==> src/hw/rtl/tuner_meter_frame_parser_macros.svh <==
// -----------------------------------------------------------------------------
// tuner_meter_frame_parser_macros.svh
// Assertion shorthands for the tuner meter frame parser, clocked on clk and
// held off while arst_n is low.
// -----------------------------------------------------------------------------
`ifndef TUNER_METER_FRAME_PARSER_MACROS_SVH
`define TUNER_METER_FRAME_PARSER_MACROS_SVH

// same-cycle implication
`define TMFP_ASSERT_NOW(lbl, ante, cons, msg) \
	lbl: assert property (@(posedge clk) disable iff (!arst_n) (ante) |-> (cons)) \
		else $error(msg);

// next-cycle implication
`define TMFP_ASSERT_NEXT(lbl, ante, cons, msg) \
	lbl: assert property (@(posedge clk) disable iff (!arst_n) (ante) |=> (cons)) \
		else $error(msg);

`endif

==> src/hw/rtl/tmfp_pkg.sv <==
// -----------------------------------------------------------------------------
// tmfp_pkg
// Types, codes and band table shared by the tuner meter frame parser.
// -----------------------------------------------------------------------------
`default_nettype none

package tmfp_pkg;

	localparam int FRAME_LEN_DEF = 6;
	localparam int FRAME_LEN_MIN = 6;   // words are taken from bytes 0..5

	localparam logic [7:0] END_MARK  = 8'h3B;
	localparam logic [7:0] REPLY_MIN = 8'h30;

	localparam logic [1:0] ACT_BYTE     = 2'd0;
	localparam logic [1:0] ACT_METER    = 2'd1;
	localparam logic [1:0] ACT_RESPONSE = 2'd2;

	localparam logic [1:0] MARKS_PER_FRAME = 2'd2;

	localparam int         NUM_BANDS = 11;
	localparam logic [3:0] BAND_NONE = 4'd11;

	typedef logic [15:0] band_lim_t [NUM_BANDS];

	localparam band_lim_t BAND_LO = '{16'd8230, 16'd4110, 16'd3060, 16'd2250,
		16'd1600, 16'd1140, 16'd900, 16'd766, 16'd655, 16'd550, 16'd320};
	localparam band_lim_t BAND_HI = '{16'd9145, 16'd4710, 16'd3080, 16'd2355,
		16'd1630, 16'd1180, 16'd915, 16'd782, 16'd662, 16'd590, 16'd360};

	typedef enum logic [1:0] {
		KIND_REPLY     = 2'd0,
		KIND_REPLY_ERR = 2'd1,
		KIND_FRAME     = 2'd2,
		KIND_FRAME_ERR = 2'd3
	} kind_t;

	typedef enum logic [2:0] {
		LS_RESPONSE = 3'b001,
		LS_METER    = 3'b010,
		LS_RESYNC   = 3'b100
	} listen_t;

	typedef struct packed {
		logic [1:0] action;
		logic [7:0] rx_byte;
	} item_t;

	typedef struct packed {
		kind_t       kind;
		logic [7:0]  reply_byte;
		logic [15:0] forward_raw;
		logic [15:0] reflected_raw;
		logic [15:0] band_word;
		logic [3:0]  band_code;
	} result_t;

endpackage

`default_nettype wire

==> src/hw/rtl/tmfp_band_decode.sv <==
// -----------------------------------------------------------------------------
// tmfp_band_decode
// Maps the band indicator word onto a band code; first matching range wins.
// -----------------------------------------------------------------------------
`default_nettype none

module tmfp_band_decode (
	input  wire logic [15:0] band_word,
	output logic      [3:0]  band_code
);

	always_comb begin
		band_code = tmfp_pkg::BAND_NONE;
		// walk downwards so the lowest matching index is left standing
		for (int i = tmfp_pkg::NUM_BANDS - 1; i >= 0; i--) begin
			if (band_word >= tmfp_pkg::BAND_LO[i] && band_word <= tmfp_pkg::BAND_HI[i]) begin
				band_code = 4'(i);
			end
		end
	end

endmodule

`default_nettype wire

==> src/hw/rtl/tmfp_frame_core.sv <==
// -----------------------------------------------------------------------------
// tmfp_frame_core
// Listen state, frame index, marker count and frame byte store. Works out
// the result for the registered item and commits the state on advance.
// -----------------------------------------------------------------------------
`default_nettype none

module tmfp_frame_core #(
	parameter int FRAME_LEN = tmfp_pkg::FRAME_LEN_DEF
) (
	input  wire logic             clk,
	input  wire logic             arst_n,
	input  wire tmfp_pkg::item_t  item,
	input  wire logic             commit,
	output logic                  res_valid,
	output tmfp_pkg::result_t     res
);

	localparam int FIDX_W = $clog2(FRAME_LEN + 1);

	tmfp_pkg::listen_t  state_q, state_d;
	logic [FIDX_W-1:0]  fidx_q, fidx_d;
	logic [1:0]         marks_q, marks_d;
	logic [1:0]         marks_inc;
	logic               wr_en;
	logic [7:0]         frame_q [FRAME_LEN];
	logic [15:0]        band_word;
	logic [3:0]         band_code;

	assign marks_inc = marks_q + 2'd1;
	assign band_word = {frame_q[4], frame_q[5]};

	tmfp_band_decode u_band (
		.band_word (band_word),
		.band_code (band_code)
	);

	always_comb begin
		state_d   = state_q;
		fidx_d    = fidx_q;
		marks_d   = marks_q;
		wr_en     = 1'b0;
		res_valid = 1'b0;
		res       = '0;
		unique case (item.action)
			tmfp_pkg::ACT_METER:    state_d = tmfp_pkg::LS_METER;
			tmfp_pkg::ACT_RESPONSE: state_d = tmfp_pkg::LS_RESPONSE;
			tmfp_pkg::ACT_BYTE: begin
				unique case (state_q)
					tmfp_pkg::LS_RESPONSE: begin
						res_valid = 1'b1;
						if (item.rx_byte >= tmfp_pkg::REPLY_MIN) begin
							res.kind       = tmfp_pkg::KIND_REPLY;
							res.reply_byte = item.rx_byte;
						end else begin
							res.kind = tmfp_pkg::KIND_REPLY_ERR;
						end
					end
					tmfp_pkg::LS_METER: begin
						if (fidx_q < FIDX_W'(FRAME_LEN)) begin
							wr_en  = 1'b1;
							fidx_d = FIDX_W'(fidx_q + 1'b1);
						end else if (item.rx_byte == tmfp_pkg::END_MARK) begin
							if (marks_inc == tmfp_pkg::MARKS_PER_FRAME) begin
								fidx_d            = '0;
								marks_d           = '0;
								res_valid         = 1'b1;
								res.kind          = tmfp_pkg::KIND_FRAME;
								res.forward_raw   = {frame_q[0], frame_q[1]};
								res.reflected_raw = {frame_q[2], frame_q[3]};
								res.band_word     = band_word;
								res.band_code     = band_code;
							end else begin
								marks_d = marks_inc;
							end
						end else begin
							fidx_d    = '0;
							marks_d   = '0;
							state_d   = tmfp_pkg::LS_RESYNC;
							res_valid = 1'b1;
							res.kind  = tmfp_pkg::KIND_FRAME_ERR;
						end
					end
					tmfp_pkg::LS_RESYNC: begin
						if (item.rx_byte == tmfp_pkg::END_MARK) begin
							if (marks_inc >= tmfp_pkg::MARKS_PER_FRAME) begin
								state_d = tmfp_pkg::LS_METER;
								marks_d = '0;
								fidx_d  = '0;
							end else begin
								marks_d = marks_inc;
							end
						end
					end
					default: ;
				endcase
			end
			default: ;  // unused action code
		endcase
	end

	always_ff @(posedge clk or negedge arst_n) begin
		if (!arst_n) begin
			state_q <= tmfp_pkg::LS_RESPONSE;
			fidx_q  <= '0;
			marks_q <= '0;
		end else if (commit) begin
			state_q <= state_d;
			fidx_q  <= fidx_d;
			marks_q <= marks_d;
		end
	end

	for (genvar i = 0; i < FRAME_LEN; i++) begin : g_store
		always_ff @(posedge clk) begin
			if (commit && wr_en && fidx_q == FIDX_W'(i)) begin
				frame_q[i] <= item.rx_byte;
			end
		end
	end

endmodule

`default_nettype wire

==> src/hw/rtl/tuner_meter_frame_parser.sv <==
// -----------------------------------------------------------------------------
// tuner_meter_frame_parser
// Parses tuner serial bytes into replies, meter frames and framing errors.
//
//   channel  | direction | handshake             | payload
//   ---------+-----------+-----------------------+------------------------------
//   item     | in        | item_valid/item_stall | action, rx_byte
//   result   | out       | result_valid/stall    | result_kind, reply_byte,
//            |           |                       | forward_raw, reflected_raw,
//            |           |                       | band_word, band_code
//
// One beat per cycle while item_stall is low; a result passes the input register
// and then the result register before it reaches the outputs.
// Reset clears the listen state to response mode, frame index and markers.
// The item side stalls only while the input register holds a result-bearing
// beat and the result register is full and stalled.
// -----------------------------------------------------------------------------
`default_nettype none

module tuner_meter_frame_parser #(
	parameter int FRAME_LEN = tmfp_pkg::FRAME_LEN_DEF
) (
	input  wire logic        clk,
	input  wire logic        arst_n,
	input  wire logic        item_valid,
	output logic             item_stall,
	input  wire logic [1:0]  action,
	input  wire logic [7:0]  rx_byte,
	output logic             result_valid,
	input  wire logic        result_stall,
	output logic      [1:0]  result_kind,
	output logic      [7:0]  reply_byte,
	output logic      [15:0] forward_raw,
	output logic      [15:0] reflected_raw,
	output logic      [15:0] band_word,
	output logic      [3:0]  band_code
);

`include "tuner_meter_frame_parser_macros.svh"

	logic               valid_s1;
	tmfp_pkg::item_t    item_s1;
	logic               valid_s2;
	tmfp_pkg::result_t  res_s2;
	logic               core_valid;
	tmfp_pkg::result_t  core_res;
	logic               out_free;
	logic               advance;
	logic               accept;

	tmfp_frame_core #(
		.FRAME_LEN (FRAME_LEN)
	) u_core (
		.clk       (clk),
		.arst_n    (arst_n),
		.item      (item_s1),
		.commit    (advance),
		.res_valid (core_valid),
		.res       (core_res)
	);

	assign out_free   = !valid_s2 || !result_stall;
	assign advance    = valid_s1 && (!core_valid || out_free);
	assign item_stall = valid_s1 && !advance;
	assign accept     = item_valid && !item_stall;

	always_ff @(posedge clk or negedge arst_n) begin
		if (!arst_n) begin
			valid_s1 <= 1'b0;
		end else if (accept) begin
			valid_s1 <= 1'b1;
		end else if (advance) begin
			valid_s1 <= 1'b0;
		end
	end

	always_ff @(posedge clk) begin
		if (accept) begin
			item_s1 <= '{action: action, rx_byte: rx_byte};
		end
	end

	always_ff @(posedge clk or negedge arst_n) begin
		if (!arst_n) begin
			valid_s2 <= 1'b0;
		end else if (advance && core_valid) begin
			valid_s2 <= 1'b1;
		end else if (!result_stall) begin
			valid_s2 <= 1'b0;
		end
	end

	always_ff @(posedge clk) begin
		if (advance && core_valid) begin
			res_s2 <= core_res;
		end
	end

	assign result_valid  = valid_s2;
	assign result_kind   = res_s2.kind;
	assign reply_byte    = res_s2.reply_byte;
	assign forward_raw   = res_s2.forward_raw;
	assign reflected_raw = res_s2.reflected_raw;
	assign band_word     = res_s2.band_word;
	assign band_code     = res_s2.band_code;

	`TMFP_ASSERT_NOW(a_stall_cause, item_stall, valid_s1 && valid_s2 && result_stall, "item stalled without a blocked result")
	`TMFP_ASSERT_NOW(a_reply_zero, valid_s2 && res_s2.kind != tmfp_pkg::KIND_REPLY, res_s2.reply_byte == 8'd0, "reply byte set on a non-reply result")
	`TMFP_ASSERT_NOW(a_frame_zero, valid_s2 && res_s2.kind != tmfp_pkg::KIND_FRAME, res_s2.forward_raw == 16'd0 && res_s2.band_code == 4'd0, "frame fields set on a non-frame result")
	`TMFP_ASSERT_NEXT(a_drain, valid_s2 && !result_stall && !valid_s1, !valid_s2, "result register refilled with nothing in flight")

endmodule

`default_nettype wire
==> config.mk <==
export PLATFORM = sky130hd
export DESIGN_NAME = tuner_meter_frame_parser
export DESIGN_NICKNAME = d
export VERILOG_FILES = /design/src/hw/rtl/tmfp_pkg.sv /design/src/hw/rtl/tmfp_band_decode.sv /design/src/hw/rtl/tmfp_frame_core.sv /design/src/hw/rtl/tuner_meter_frame_parser.sv
export VERILOG_INCLUDE_DIRS = /design/src /design/src/hw/rtl
export SDC_FILE = /design/constraint.sdc
export NUM_CORES = 1
export LEC_CHECK = 0
export BUFFER_PORTS_ARGS = -buffer_cell sky130_fd_sc_hd__buf_2
export CAP_MARGIN = 20
export CORE_UTILIZATION = 27
export CTS_CLUSTER_DIAMETER = 150
export DETAILED_ROUTE_END_ITERATION = 8
export SYNTH_ARGS = -nofsm -noshare
export SYNTH_HDL_FRONTEND = slang
export SYNTH_HIERARCHICAL = 1
export SYNTH_SLANG_ARGS = --single-unit
==> constraint.sdc <==
create_clock -name clk -period 7.6 [get_ports clk]
set_input_delay 1.14 -clock clk [delete_from_list [all_inputs] [get_ports clk]]
set_output_delay 1.14 -clock clk [all_outputs]
set_load 0.02 [all_outputs]
# [Word-level counts from Yosys, hierarchy flattened]
# Memory sizes are Yosys's and may differ from the RTL's. A register that Yosys moved wholly into a read port is not among the register bits.
# Cells that the tools add are included.
[totals] reg_bits=50 n_memories=1 out_inout_bits=64 ramBits=48 inputBits=14 word_cells=188
[memory_table] memory="u_core.frame_q" words=6 word_bits=8 read_ports=6 rd_ports_with_merged_regs=4 write_ports=1 line_no="tmfp_frame_core.sv:26" source="logic [7:0] frame_q [FRAME_LEN];"
[classes] reduce_logical=48 n_eq_ne=22 bitwise=4 mux=72 magnitude_cmp=25 n_addsub=2
[ops] op=">= comparator 16 x 10 -> 1 bit, second input constant" n=4
[ops] op="<= comparator 16 x 10 -> 1 bit, second input constant" n=4
[ops] op="2-to-1 mux 3 bit" n=18
[ops] op="2-to-1 mux 8 bit" n=5
[ops] op="OR reduction 8 bit" n=5
[ops] op=">= comparator 16 x 11 -> 1 bit, second input constant" n=2
[ops] op=">= comparator 16 x 12 -> 1 bit, second input constant" n=2
[ops] op="<= comparator 16 x 11 -> 1 bit, second input constant" n=2
[ops] op="<= comparator 16 x 12 -> 1 bit, second input constant" n=2
[ops] op="2-to-1 mux 1 bit" n=31
[ops] op="logical AND 1 bit" n=22
[ops] op="2-to-1 mux 2 bit" n=10
[ops] op=">= comparator 16 x 13 -> 1 bit, second input constant" n=1
[ops] op=">= comparator 16 x 14 -> 1 bit, second input constant" n=1
[ops] op=">= comparator 16 x 9 -> 1 bit, second input constant" n=1
[ops] op="<= comparator 16 x 13 -> 1 bit, second input constant" n=1
[ops] op="<= comparator 16 x 14 -> 1 bit, second input constant" n=1
[ops] op="<= comparator 16 x 9 -> 1 bit, second input constant" n=1
[ops] op="OR reduction 13 bit" n=1
[ops] op="case mux 3 bit (2 select lines)" n=2
[ops] op="equality test 3 x 2 -> 1 bit, second input constant" n=3
[ops] op="equality test 3 bit, second input constant" n=3
[ops] op="!= test 3 x 2 -> 1 bit, second input constant" n=3
[ops] op="case mux 3 bit (3 select lines)" n=1
[ops] op="31 further kinds" n=47

# [Logic depth before layout (Yosys ltp)]
[depth] ltp_word=20 mapped_depth=10 ltp_nobuf=10

# [Hierarchy]
# The synthesis kept the hierarchy.
[modules_own_cells] module="tmfp_frame_core" seq_area_each_um2=1642.8 cells_per_inst=202 n_inst=1 area_each_um2=2635.0
[modules_own_cells] module="tuner_meter_frame_parser" seq_area_each_um2=2212.1 cells_per_inst=84 n_inst=1 area_each_um2=2267.2
[modules_own_cells] module="tmfp_band_decode" seq_area_each_um2=0.0 cells_per_inst=119 n_inst=1 area_each_um2=812.0

# [Worst setup path before layout]
# Ideal clock, no wire load.
[synth_timing] kind="reg-to-reg" start="reg u_core.state_q[2]" end="reg res_s2 (netlist bit band_code[0]), enable pin" required_ns=7.097 period_less_slack_ns=4.765 path_slack_ns=2.835 path_buffers=0 arrival_ns=4.262 setup_time_ns=0.503 stages_incl_launch_ff=8 cell_sequence="dfrtp_1 nor3b_2 nand3_2 nor2_2 o21ai_0 nand2_1 nand2_1 a21oi_1"
[synth_via] elab_chain_cells=7 elab_cells_between_ends=8 cone_classes="eq/ne: 2; mux: 2; reduce/logical: 4"
[synth_rtl] element="start, declared" line_no="tmfp_frame_core.sv:21" source="tmfp_pkg::listen_t state_q, state_d;"
[synth_rtl] element="start signal, assigned" line_no="tmfp_frame_core.sv:104" source="state_q <= tmfp_pkg::LS_RESPONSE;"
[synth_rtl] element="start signal, assigned" line_no="tmfp_frame_core.sv:108" source="state_q <= state_d;"
[synth_rtl] element="equality test 3 x 2 -> 1 bit / equality test 3 x 1 -> 1 bit (equally long branches)" line_no="tmfp_frame_core.sv:49" source="unique case (state_q)"
[synth_rtl] element="case mux 1 bit (2 select lines) (*)" line_no="tmfp_frame_core.sv:49"
[synth_rtl] element="2-to-1 mux 1 bit (*)" line_no="tmfp_frame_core.sv:45" source="unique case (item.action)"
[synth_rtl] element="named net core_valid" line_no="tuner_meter_frame_parser.sv:45" source="logic core_valid;"
[synth_rtl] element="zero test 1 bit" line_no="tuner_meter_frame_parser.sv:63" source="assign advance = valid_s1 && (!core_valid || out_free);"
[synth_rtl] element="logical OR 1 bit" line_no="tuner_meter_frame_parser.sv:63"
[synth_rtl] element="logical AND 1 bit" line_no="tuner_meter_frame_parser.sv:63"
[synth_rtl] element="logical AND 1 bit (*)" line_no="tuner_meter_frame_parser.sv:94" source="if (advance && core_valid) begin"
[synth_rtl] element="end signal, assigned" line_no="tuner_meter_frame_parser.sv:95" source="res_s2 <= core_res;"
[synth_rtl] element="end, declared" line_no="tuner_meter_frame_parser.sv:44" source="tmfp_pkg::result_t res_s2;"
# Mark *: on every way through the listed nets, which the timed path passes. The rest lies on a longest branch.
# A chain may end at the register's enable or synchronous reset.

# [Worst setup path in the final report]
[layout_timing] start="reg item_s1[2] in the netlist's numbering" end="mem u_core.frame_q[5][1], enable pin"
[layout_via] elab_chain_cells=18 elab_cells_between_ends=42 cone_classes="eq/ne: 1; mux: 26; reduce/logical: 15"
[layout_rtl] element="start, declared" line_no="tuner_meter_frame_parser.sv:42" source="tmfp_pkg::item_t item_s1;"
[layout_rtl] element="start signal, assigned" line_no="tuner_meter_frame_parser.sv:79" source="item_s1 <= '{action: action, rx_byte: rx_byte};"
[layout_rtl] element="equality test 8 x 6 -> 1 bit (*)" line_no="tmfp_frame_core.sv:63" source="end else if (item.rx_byte == tmfp_pkg::END_MARK) begin"
[layout_rtl] element="2-to-1 mux 1 bit (*)" line_no="tmfp_frame_core.sv:63"
[layout_rtl] element="2-to-1 mux 1 bit (*)" line_no="tmfp_frame_core.sv:60" source="if (fidx_q < FIDX_W'(FRAME_LEN)) begin"
[layout_rtl] element="case mux 1 bit (2 select lines) (*)" line_no="tmfp_frame_core.sv:49"
[layout_rtl] element="2-to-1 mux 1 bit (*)" line_no="tmfp_frame_core.sv:45"
[layout_rtl] element="named net core_valid" line_no="tuner_meter_frame_parser.sv:45"
[layout_rtl] element="zero test 1 bit (*)" line_no="tuner_meter_frame_parser.sv:63"
[layout_rtl] element="logical OR 1 bit (*)" line_no="tuner_meter_frame_parser.sv:63"
[layout_rtl] element="logical AND 1 bit (*)" line_no="tuner_meter_frame_parser.sv:63"
[layout_rtl] element="named net advance" line_no="tuner_meter_frame_parser.sv:48" source="logic advance;"
[layout_rtl] element="logical AND 1 bit (*)" line_no="tmfp_frame_core.sv:116" source="if (commit && wr_en && fidx_q == FIDX_W'(i)) begin"
[layout_rtl] element="logical AND 1 bit" line_no="tmfp_frame_core.sv:116"
[layout_rtl] element="2-to-1 mux 1 bit" line_no="tmfp_frame_core.sv:116"
[layout_rtl] element="2-to-1 mux 1 bit (implied by the code)" line_no="tmfp_frame_core.sv:117" source="frame_q[i] <= item.rx_byte;"
[layout_rtl] element="OR reduction 8 bit (no source line)"
[layout_rtl] element="2-to-1 mux 3 bit (no source line) / 2-to-1 mux 1 bit (equally long branches) (5 in a row)"
[layout_rtl] element="end, declared" line_no="tmfp_frame_core.sv:26"
# Marks and branches as above.

==> results.md <==
| Result | Reported | Unit |
|---|---|---|
| Outcome | finished, final reports clean | - |
| Vertical die dimension | 147 | um |
| Synthesized netlist cell count | 405 | - |
| Placed wire-length estimate after detailed placement | 8520 | um |
| Post-route ant nets | 0 | - |
| Nature of the critical path endpoint | register | - |
| Count of antenna diodes in the layout | 0 | - |
| Total routed wirelength | 12500 | um |
| Combinational share of power | 5.3 | % |
| Max Clock Freq | 270 | MHz |
| CTS H-Tree Depth | 4 | - |
| Die outline width | 147 | um |
| Clock Power Share | 44.4 | % |
| Period minus WS final | 3700 | ps |
| CP cell instances | nand4b_1 -> or4_1 -> o21ai_0 -> nand2_1 -> a31oi_1 -> nand3_1 -> nor4b_2 | - |
| CP Class | register to register | - |
| Cell types with the largest area share after synthesis | sky130_fd_sc_hd__edfxtp_1 (63%), sky130_fd_sc_hd__and2_1 (6.8%), sky130_fd_sc_hd__dfrtp_1 (3.9%), sky130_fd_sc_hd__buf_6 (2.2%), sky130_fd_sc_hd__ha_1 (1.8%) | - |
| Root Buffer | sky130_fd_sc_hd__clkbuf_16 | - |
| Most frequent cells after synthesis | sky130_fd_sc_hd__edfxtp_1 (120), sky130_fd_sc_hd__and2_1 (62), sky130_fd_sc_hd__nand2_1 (22) | - |
| Routed wire per std cell | 16.2 | um |
| Cell type contributing the most total cell area after synthesis | sky130_fd_sc_hd__edfxtp_1 | - |
| Launching element type of the critical path | register | - |
| Wire length of the first global-routing pass | 19600 | um |
| Post-synthesis sequential element count | 130 | - |
| GR Util met1 | 15.9 | % |
| Slack of the worst reg-to-reg path | 3900 | ps |
| Maximum Capacitance Violations | 0 | - |
| Avg Inst Size Synth | 14.1 | sq um |
| Sum of negative setup slack | 0 | ps |
| Number of global-route vias before repair | 3499 | - |
| Design Power | 1.65 | mW |
| Worst-Skew Late Latency | 410 | ps |
| Number of buffers added for setup after CTS | 0 | - |
| Slack of the critical path | 3900 | ps |
| Std cell rows | 52 | - |
| Tightest hold margin | 522 | ps |
| Pin count of the biggest net entering global routing | 56 | - |
| Final core utilization | 33.4 | % |
| Synthesized net count | 427 | - |
| Fraction of registers with async set/reset | 7.69 | % |
| RSZ-0062 raised after global routing | no | - |
| Transition time at the pin with the least slew margin | 861 | ps |
| Filler Cells Inserted | 2039 | - |
| Fraction of met2 tracks used by global routing | 18.5 | % |
| Clk slew on worst S/H paths | 50 | ps |
| Most numerous cell in the Yosys netlist | sky130_fd_sc_hd__edfxtp_1 | - |
| Syn Std Cell Area | 5710 | sq um |
| Total placed instance area | 6300 | sq um |
| Count of yosys warnings during synthesis | 6 | - |
| Final hold violation count | 0 | - |
| Clk sinks | 130 | - |
| TritonCTS clock tree | built | - |
| Deepest clock path buffer count | 2 | - |
| Iter 0 DRT Violations | 374 | - |
| Gp weighted congestion | 0.904 | - |
| Vias post-DR | 3585 | - |
| Slew margin rel. | 42.5 | % |
| Count of different cell masters after synthesis | 68 | - |
| Cell internal power dissipation | 1.28 | mW |
| PostCTS Resize Cnt | 0 | - |
| Number of max-slew violations in the final report | 0 | - |
| Initial cell density of the core | 27.9 | % |
| # port buffers | 77 | - |
| Setup Slack @ Placement | 3880 | ps |
| Fin Clk Skew | 7.56 | ps |
| Peak-usage layer in the global routing report | met2 | - |
| Switching share of total power | 22.4 | % |
| Ys flop type | sky130_fd_sc_hd__edfxtp_1 | - |
| DIE AREA | 21700 | sq um |
| IO Pins | 78 | - |
| Combined global-route utilization of all metal layers | 11.9 | % |
| Crit path DAT | 3730 | ps |
| Post-synth EDFFs | 120 | - |
| Proportion of synthesized chip area in sequential cells | 67.5 | % |
| Inserted Clock Buffers | 17 | - |
| Fraction of final layout cells sized beyond drive strength 1 | 26.9 | % |
| Overflow after GRT | 0 | - |
| Area grow syn2layout | 19.9 | % |
| Area of all placed cells without fillers | 6850 | sq um |
| Antenna violations before repair | 0 | - |
| Final cell count without fillers | 769 | - |
| Power density relative to cell area | 241 | nW/um^2 |
| Hold-fix buffers, CTS | 0 | - |
| Share of power burned in registers | 50.3 | % |
| Cell at the slowest stage of the critical path | sky130_fd_sc_hd__nor4b_2 | - |
| Area share of the leading cell type in the synthesized netlist | 63.1 | % |
| Post-route fraction of the period consumed by the critical path | 48.7 | % |
| Finish-stage setup viols | 0 | - |
| 1st-pass router iterations | 4 | - |
| LEAKAGE | 2.36 | nW |
| Residual DRC count | 0 | - |
| Met3 global-route usage | 3.55 | % |
| WP data required | 7630 | ps |
| Switching power | 0.370 | mW |
| Via density per instance | 4.66 | - |
| Number of cells after detailed placement | 737 | - |
| Nets | 509 | - |
| CP Max Fanout | 8 | - |
| Hold WC Path Type | register to register | - |
| CP peak stage delay | 800 | ps |
| Placeable core region | 20500 | sq um |
| Worst IR Drop VDD | 0.213 | mV |
logic make-up (layout without fill, tap and decap cells):
kind of cell | Yosys count | in the layout | synth area share (%)
and+or+nand+nor | 171 | 171 | 18.2
muxes | 6 | 6 | 1.31
AOI/OAI and AO/OA | 55 | 55 | 7.03
adders and majority gates | 8 | 8 | 1.75
xor gates and xnor gates | 1 | 1 | 0.153
buffers and inverters | 34 | 128 | 4.12
DFF | 130 | 130 | 67.5
final timing paths:
check / startpoint / to / cells past startpoint
max: item_s1[2] / u_core/frame_q[5][1] / 7
min: u_core/frame_q[3][6] / reflected_raw[6] / 1
max reg2reg: item_s1[2] / u_core/frame_q[5][1] / 7
min reg2reg: u_core/frame_q[3][6] / reflected_raw[6] / 1
max in group asynchronous: arst_n / u_core/state_q[0] / 1
min in group asynchronous: arst_n / u_core/marks_q[0] / 1
cells in the final DEF (no fill, tap or decap), types with 4 or more instances in the layout:
cell,Yosys,layout
sky130_fd_sc_hd__nor3_1,9,9
sky130_fd_sc_hd__o21ai_0,11,11
sky130_fd_sc_hd__nand3_1,10,10
sky130_fd_sc_hd__clkinv_2,0,5
sky130_fd_sc_hd__ha_1,8,8
sky130_fd_sc_hd__clkinv_4,0,4
sky130_fd_sc_hd__buf_2,3,77
sky130_fd_sc_hd__inv_1,16,16
sky130_fd_sc_hd__dfrtp_1,9,9
sky130_fd_sc_hd__nand2_1,22,22
sky130_fd_sc_hd__a21oi_1,10,9
sky130_fd_sc_hd__nor2_1,15,15
sky130_fd_sc_hd__edfxtp_1,120,120
sky130_fd_sc_hd__nor4_1,9,9
sky130_fd_sc_hd__and2_1,62,62
sky130_fd_sc_hd__clkbuf_16,0,17
sky130_fd_sc_hd__nand4_1,8,8
registers in the layout, summed over array words and instances, names as in the netlist:
signal	flops
result_valid	1
reply_byte	8
item_s1	10
u_core/marks_q	2
forward_raw	16
band_word	16
u_core/fidx_q	3
valid_s1	1
band_code	4
result_kind	2
u_core/frame_q	48
reflected_raw	16
u_core/state_q	3
per-layer routing:
metal	wire length, um	vias up
met4	191	0
met5	0	-
met3	862	21
li1	-	1695
met1	5770	1713
met2	5670	156
power groups by stage:
stage / Combinational, mW / Sequential [mW] / Clock [mW]
2_1_floorplan: 0.0526 / 0.844 / 0
3_3_place_gp: 0.0866 / 0.844 / 0
3_5_place_dp: 0.0870 / 0.845 / 0
4_1_cts: 0.0875 / 0.831 / 0.751
5_1_grt: 0.0976 / 0.834 / 0.782
6_report: 0.0871 / 0.831 / 0.734
cell type report:
cell class	instances	area (sq um)	area share (%)
flip-flops and latches	130	3850	56.3
multi-input cells	241	1640	24.0
clock buffers	18	429	6.26
repair buffers	81	415	6.06
well taps	270	338	4.93
clock inverters	13	114	1.66
inverters	16	60.1	0.876
worst max-delay path, delay by kind of cell, from the launching register on:
family,cells,cell delay [ps]
simple gates,5,2100
compound gates,2,740
flops,1,490
Note: power is estimated with default switching activity, not from simulation.
